## src/hw/rtl/uep0seq_pkg.sv

```systemverilog
// Package for the endpoint-0 control sequencer: codes, field widths,
// state and word types, and the packet-size helper.
// No dependencies.
`timescale 1ns / 1ps

package uep0seq_pkg;

  localparam int EP0_PACKET = 64;
  localparam logic [15:0] EP0_PACKET_W = 16'(EP0_PACKET);

  // event codes (tuser)
  localparam logic [3:0] CMD_RESET    = 4'd0;
  localparam logic [3:0] CMD_SETUP    = 4'd1;
  localparam logic [3:0] CMD_IN_DONE  = 4'd2;
  localparam logic [3:0] CMD_OUT_DONE = 4'd3;
  localparam logic [3:0] CMD_DATA_IN  = 4'd4;
  localparam logic [3:0] CMD_DATA_OUT = 4'd5;
  localparam logic [3:0] CMD_ZLP      = 4'd6;
  localparam logic [3:0] CMD_STALL    = 4'd7;
  localparam logic [3:0] CMD_ADDR     = 4'd8;

  // control phases
  localparam logic [2:0] PH_IDLE       = 3'd0;
  localparam logic [2:0] PH_DATA_IN    = 3'd1;
  localparam logic [2:0] PH_DATA_OUT   = 3'd2;
  localparam logic [2:0] PH_STATUS_IN  = 3'd3;
  localparam logic [2:0] PH_STATUS_OUT = 3'd4;
  localparam logic [2:0] PH_PEND_ADDR  = 3'd5;

  // dispatch classes
  localparam logic [1:0] DISP_NONE  = 2'd0;
  localparam logic [1:0] DISP_STD   = 2'd1;
  localparam logic [1:0] DISP_CLASS = 2'd2;
  localparam logic [1:0] DISP_STALL = 2'd3;

  // bmRequestType type bits
  localparam logic [7:0] RT_TYPE_MASK  = 8'h60;
  localparam logic [7:0] RT_TYPE_STD   = 8'h00;
  localparam logic [7:0] RT_TYPE_CLASS = 8'h20;

  typedef struct packed {
    logic [3:0]  cmd;
    logic [7:0]  request_type;
    logic [15:0] data_len;
    logic [15:0] host_len;
    logic [6:0]  new_address;
  } item_t;

  typedef struct packed {
    logic [2:0]  phase;
    logic [15:0] bytes_left;
    logic [15:0] next_offset;
    logic        zlp_owed;
    logic [6:0]  held_address;
    logic [6:0]  bus_address;
    logic        stalled;
  } ctrl_st_t;

  typedef struct packed {
    logic [2:0]  ctrl_state;
    logic [1:0]  dispatch;
    logic        in_fire;
    logic [6:0]  in_count;
    logic [15:0] in_offset;
    logic        out_armed;
    logic        stall_active;
    logic        addr_write;
    logic [6:0]  device_address;
  } result_t;

  localparam ctrl_st_t ST_RESET = '{default: '0};

  function automatic logic [15:0] chunk_of(input logic [15:0] left);
    return (left > EP0_PACKET_W) ? EP0_PACKET_W : left;
  endfunction

endpackage

```

## src/hw/rtl/uep0seq_step.sv

```systemverilog
// Next-state and result logic for one control event.
// Uses uep0seq_pkg.
`timescale 1ns / 1ps

module uep0seq_step (
  input  uep0seq_pkg::item_t    item,
  input  uep0seq_pkg::ctrl_st_t cur,
  output uep0seq_pkg::ctrl_st_t nxt,
  output uep0seq_pkg::result_t  res
);

  logic [15:0] len;
  logic [15:0] first_chunk;
  logic [15:0] left_chunk;
  logic [7:0]  rtype;
  logic [1:0]  disp;
  logic        fire;
  logic [6:0]  cnt;
  logic [15:0] off;
  logic        awrite;

  assign len         = (item.data_len > item.host_len) ? item.host_len : item.data_len;
  assign first_chunk = uep0seq_pkg::chunk_of(len);
  assign left_chunk  = uep0seq_pkg::chunk_of(cur.bytes_left);
  assign rtype       = item.request_type & uep0seq_pkg::RT_TYPE_MASK;

  always_comb begin
    nxt    = cur;
    disp   = uep0seq_pkg::DISP_NONE;
    fire   = 1'b0;
    cnt    = '0;
    off    = '0;
    awrite = 1'b0;
    case (item.cmd)
      uep0seq_pkg::CMD_RESET: begin
        nxt    = uep0seq_pkg::ST_RESET;
        awrite = 1'b1;
      end
      uep0seq_pkg::CMD_SETUP: begin
        nxt.stalled = 1'b0;
        if (rtype == uep0seq_pkg::RT_TYPE_STD) begin
          disp = uep0seq_pkg::DISP_STD;
        end else if (rtype == uep0seq_pkg::RT_TYPE_CLASS) begin
          disp = uep0seq_pkg::DISP_CLASS;
        end else begin
          disp        = uep0seq_pkg::DISP_STALL;
          nxt.stalled = 1'b1;
          nxt.phase   = uep0seq_pkg::PH_IDLE;
        end
      end
      uep0seq_pkg::CMD_IN_DONE: begin
        if (cur.phase == uep0seq_pkg::PH_DATA_IN) begin
          if (cur.bytes_left != '0) begin
            fire            = 1'b1;
            cnt             = left_chunk[6:0];
            off             = cur.next_offset;
            nxt.bytes_left  = cur.bytes_left - left_chunk;
            nxt.next_offset = cur.next_offset + left_chunk;
          end else if (cur.zlp_owed) begin
            // terminating zero-length packet
            nxt.zlp_owed = 1'b0;
            fire         = 1'b1;
            off          = cur.next_offset;
          end else begin
            nxt.phase = uep0seq_pkg::PH_STATUS_OUT;
          end
        end else if (cur.phase == uep0seq_pkg::PH_PEND_ADDR) begin
          nxt.bus_address  = cur.held_address;
          nxt.held_address = '0;
          awrite           = 1'b1;
          nxt.phase        = uep0seq_pkg::PH_IDLE;
        end else begin
          nxt.phase = uep0seq_pkg::PH_IDLE;
        end
      end
      uep0seq_pkg::CMD_OUT_DONE: begin
        if (cur.phase == uep0seq_pkg::PH_DATA_OUT) begin
          fire      = 1'b1;
          nxt.phase = uep0seq_pkg::PH_STATUS_IN;
        end else begin
          nxt.phase = uep0seq_pkg::PH_IDLE;
        end
      end
      uep0seq_pkg::CMD_DATA_IN: begin
        nxt.zlp_owed    = (len < item.host_len) && (len != '0) &&
                          ((len % uep0seq_pkg::EP0_PACKET_W) == '0);
        nxt.phase       = uep0seq_pkg::PH_DATA_IN;
        fire            = 1'b1;
        cnt             = first_chunk[6:0];
        nxt.bytes_left  = len - first_chunk;
        nxt.next_offset = first_chunk;
      end
      uep0seq_pkg::CMD_DATA_OUT: begin
        nxt.phase = uep0seq_pkg::PH_DATA_OUT;
      end
      uep0seq_pkg::CMD_ZLP: begin
        fire      = 1'b1;
        nxt.phase = uep0seq_pkg::PH_STATUS_IN;
      end
      uep0seq_pkg::CMD_STALL: begin
        nxt.stalled = 1'b1;
        nxt.phase   = uep0seq_pkg::PH_IDLE;
      end
      uep0seq_pkg::CMD_ADDR: begin
        nxt.held_address = item.new_address;
        fire             = 1'b1;
        nxt.phase        = uep0seq_pkg::PH_PEND_ADDR;
      end
      default: begin
      end
    endcase
  end

  always_comb begin
    res.ctrl_state     = nxt.phase;
    res.dispatch       = disp;
    res.in_fire        = fire;
    res.in_count       = cnt;
    res.in_offset      = off;
    res.out_armed      = (nxt.phase == uep0seq_pkg::PH_DATA_IN) ||
                         (nxt.phase == uep0seq_pkg::PH_DATA_OUT) ||
                         (nxt.phase == uep0seq_pkg::PH_STATUS_OUT);
    res.stall_active   = nxt.stalled;
    res.addr_write     = awrite;
    res.device_address = nxt.bus_address;
  end

endmodule

```

## src/hw/rtl/usb_ep0_control_sequencer.sv

```systemverilog
// Endpoint-0 control-transfer sequencer: input register, event logic,
// result register. Uses uep0seq_pkg and uep0seq_step.
`timescale 1ns / 1ps
// Each event passes through the input register, then the result register.
// Throughput: one event per cycle unless the result is stalled; the control
// state updates as a word moves from the input register to the result register.
// Reset (rst, synchronous): both stages empty, phase idle, addresses zero,
// stall cleared.

module usb_ep0_control_sequencer (
  input  logic        clk,
  input  logic        rst,
  input  logic        s_axis_tvalid,
  output logic        s_axis_tready,
  // [7:0] request_type, [23:8] data_len, [39:24] host_len, [46:40] new_address
  input  logic [47:0] s_axis_tdata,
  // [3:0] cmd
  input  logic [3:0]  s_axis_tuser,
  output logic        m_axis_tvalid,
  input  logic        m_axis_tready,
  // [2:0] ctrl_state, [4:3] dispatch, [5] in_fire, [12:6] in_count,
  // [28:13] in_offset, [29] out_armed, [30] stall_active, [31] addr_write,
  // [38:32] device_address
  output logic [39:0] m_axis_tdata
);

  logic                  in_valid;
  uep0seq_pkg::item_t    in_item;
  uep0seq_pkg::ctrl_st_t st;
  uep0seq_pkg::ctrl_st_t st_next;
  uep0seq_pkg::result_t  res;
  logic                  out_valid;
  logic [39:0]           out_word;
  logic                  out_free;
  logic                  adv;

  assign out_free      = !out_valid || m_axis_tready;
  assign adv           = in_valid && out_free;
  assign s_axis_tready = !in_valid || adv;
  assign m_axis_tvalid = out_valid;
  assign m_axis_tdata  = out_word;

  uep0seq_step u_step (
    .item (in_item),
    .cur  (st),
    .nxt  (st_next),
    .res  (res)
  );

  always_ff @(posedge clk) begin
    if (rst) begin
      in_valid  <= 1'b0;
      out_valid <= 1'b0;
      st        <= uep0seq_pkg::ST_RESET;
    end else begin
      if (s_axis_tready) begin
        in_valid <= s_axis_tvalid;
      end
      if (out_free) begin
        out_valid <= in_valid;
      end
      if (adv) begin
        st <= st_next;
      end
    end
  end

  always_ff @(posedge clk) begin
    if (s_axis_tvalid && s_axis_tready) begin
      in_item.cmd          <= s_axis_tuser;
      in_item.request_type <= s_axis_tdata[7:0];
      in_item.data_len     <= s_axis_tdata[23:8];
      in_item.host_len     <= s_axis_tdata[39:24];
      in_item.new_address  <= s_axis_tdata[46:40];
    end
    if (adv) begin
      out_word <= {1'b0, res.device_address, res.addr_write, res.stall_active,
                   res.out_armed, res.in_offset, res.in_count, res.in_fire,
                   res.dispatch, res.ctrl_state};
    end
  end

endmodule

```

## config.mk

```make
export PLATFORM = sky130hd
export DESIGN_NAME = usb_ep0_control_sequencer
export DESIGN_NICKNAME = d
export VERILOG_FILES = /design/src/hw/rtl/uep0seq_pkg.sv /design/src/hw/rtl/uep0seq_step.sv /design/src/hw/rtl/usb_ep0_control_sequencer.sv
export SDC_FILE = /design/constraint.sdc
export NUM_CORES = 1
export LEC_CHECK = 0
export ABC_AREA = 1
export BUFFER_PORTS_ARGS = -buffer_cell sky130_fd_sc_hd__buf_2
export CORE_ASPECT_RATIO = 0.7
export CORE_UTILIZATION = 50
export CTS_CLUSTER_DIAMETER = 40
export DETAILED_ROUTE_END_ITERATION = 8
export PLACE_DENSITY = 0.75
export SETUP_SLACK_MARGIN = 0.05
export SYNTH_ARGS = -nofsm -noshare
export SYNTH_HDL_FRONTEND = slang
export SYNTH_HIERARCHICAL = 1
export SYNTH_SLANG_ARGS = --single-unit
```

## constraint.sdc

```tcl
create_clock -name clk -period 6.88 [get_ports clk]
set_input_delay 1.032 -clock clk [delete_from_list [all_inputs] [get_ports clk]]
set_output_delay 1.032 -clock clk [all_outputs]
set_load 0.05 [all_outputs]
```

==> results.md <==
* Initial antenna violation count at 0
* CP Launch Type: flop
* Total GRT Usage at 0.2250
* H-tree depth at 4
* DR vias/cell at 5.282
* Cells after Synth at 1140
* Initial core utilization at 0.5107
* WP data arrival at 4570 ps
* Clock Skew at 9.344 ps
* Synth Cell Area at 8742 sq um
* Crit-path slowest cell: nand2_2
* Post-DRT Antenna Nets at 0
* Worst setup EP type: flop
* First-pass GRT wire length at 32420 um
* Slew margin rel. at 0.2854
* Vias at 7654
* Final setup fails at 0
* Reg2reg end: st[15]$_SDFFE_PP0P_
* Avg Inst Size Synth at 7.669 sq um
* Crit-path cells: ha_1 -> nand4_1 -> nor3_2 -> nand3_1 -> nand2_2 -> nand2_1 -> o21ai_1 -> inv_1 -> ha_1 -> a21oi_1 -> o21ai_0 -> nand3_1 -> o211ai_1 -> nor4b_1 -> o21ai_0 -> nand3_1 -> inv_1 -> nand3_1 -> nand2_1 -> nor2_1
* Full die area at 18030 sq um
* Max VDD drop at 0.1440 mV
* Syn. warnings at 6
* Root Buffer: clkbuf_16
* Die Wd at 160.0 um
* Clock transition at the registers of the reported paths at 60 ps
* PwrDens at 239.0 nW/um^2
* Vias in the first global route at 6674
* Share of cells above drive strength 1 at 0.1396
* Worst r2r path cells at 20
* Setup slack, reg-to-reg at 2680 ps
* Grt ovf at 0
* Required time worst endpoint at 7250 ps
* Minimum clock period at 4197 ps
* Max-cap violations at 0
* Initial DRC count at 566
* Worst-skew pair later-pin latency at 430 ps
* Pin count of the biggest net entering global routing at 104
* RSZ-0062 raised after global routing: false
* Core Util, Final at 0.5730
* Setup TNS at 0 ps
* Hold buffers post-CTS at 0
* Ports at 98
* Core Region at 17120 sq um
* Period utilization at 0.6100
* Gpl congestion at 0.8882
* Die Y at 112.6 um
* Crit path largest cell delay at 570 ps
* CTS Buf Count at 17
* Drt pass-1 iters at 6
* Hpwl dp at 13250 um
* Port bufs at 89
* Clock tree buffer depth at 2
* Fin Hold WS at 485.0 ps
* Cell row count at 40
* DRC viols at 0
* Worst r2r src: in_item[34]$_DFFE_PP_
* CP dominant cell by count: nand3_1
* P_leak at 4.309 nW
* WL per Instance at 13.58 um
* Worst-path fanout max at 21
* Hold WC Path Type: reg2reg
* # diodes at 0
* Worst slew pin tran at 1072 ps
* Number of gates resized after cts at 0
* Hold Startpoint: st[14]$_SDFFE_PP0P_
* Worst Path Class, Setup: reg2reg
* Hold Path End: st[14]$_SDFFE_PP0P_
* CTS tree: built
* Highest clock rate at 238.3 MHz
* WL final at 19680 um
* Final hold vios at 0
* Total setup buffers inserted after CTS at 0
* Area Growth Syn to Fin at 12.18%
* Status: finished, final reports clean
* Clk sink count at 137
* Count of pins over their slew limit at 0
* Hold Path Cell Cnt at 2
* # nets final at 1311
[metrics by stage]
step	instances	setup slack, ps	power (mW)	cell area (sq um)
floorplan	1149	3423	1.330	8776
global placement	1417	2824	1.405	9208
detailed placement	1417	2798	1.417	9208
CTS	1449	2790	2.353	9807
global route	1449	2360	2.462	9807
finish	1449	2683	2.344	9807
[sequential cells by signal, summed over array words and instances, names as in the netlist]
| signal | cells |
|---|---|
| st | 51 |
| in_item | 45 |
| m_axis_tdata | 39 |
| in_valid | 1 |
| m_axis_tvalid | 1 |
[critical path, delay by kind of cell, from the launching register on]
kind	cells	cell delay, ps
AND/OR/NAND/NOR	11	2190
AO/OA/AOI/OAI	5	710
adder cells (fa/ha/maj)	2	640
flip-flops	1	400
buffers and inverters	2	190
[cells in the final DEF, fill, tap and decap left out, types with 3 or more instances in the layout]
master and count:
a21boi_0 3, a21oi_1 96, a31oi_1 4, buf_2 89, buf_4 6, clkbuf_16 18, conb_1 12, dfxtp_1 52
edfxtp_1 84, ha_1 49, inv_1 170, inv_2 5, inv_6 5, inv_8 4, nand2_1 190, nand2_2 10
nand2_4 3, nand3_1 119, nand3_2 3, nand4_1 6, nor2_1 129, nor2_2 5, nor3_1 9, nor3_2 6
o211ai_1 19, o21ai_0 59, o21ai_1 7, o21ai_2 6, o32ai_1 6, xnor2_1 4, xor2_1 11
[layout make-up]
type | instances | area, sq um
clock inverter | 14 | 148.9
multi-input combinational | 777 | 4179
inverter | 177 | 664.4
sequential | 137 | 3585
fill | 1579 | 7310
tap | 231 | 289.0
timing repair buffer | 95 | 490.5
clock buffer | 18 | 450.4
[layer usage]
layer  up-vias  GRT usage  part of all wire
met1      3480     0.3286              0.49
met2       253     0.3287              0.42
met4         0    0.08381             0.014
li1       3891          -                 -
met3        30    0.04324             0.068
met5         -          0                 0
[worst max-delay path by stage]
stage | cells past startpoint | slack [ps] | to | from
finish | 20 | 2680 | st[15]$_SDFFE_PP0P_ | in_item[34]$_DFFE_PP_
global route | 20 | 2360 | st[15]$_SDFFE_PP0P_ | in_item[34]$_DFFE_PP_
CTS | 20 | 2790 | st[15]$_SDFFE_PP0P_ | in_item[37]$_DFFE_PP_
detailed placement | 20 | 2800 | st[15]$_SDFFE_PP0P_ | in_item[33]$_DFFE_PP_
global placement | 21 | 2820 | st[15]$_SDFFE_PP0P_ | in_item[21]$_DFFE_PP_
floorplan | 2 | 3420 | m_axis_tdata[0]$_DFFE_PP_ | m_axis_tready
[power breakdown]
part | switching [mW] | internal [mW]
clock network | 0.400 | 0.535
registers | 0.0324 | 0.921
logic | 0.307 | 0.149
total | 0.739 | 1.60
(Power assumes the default switching activity.)
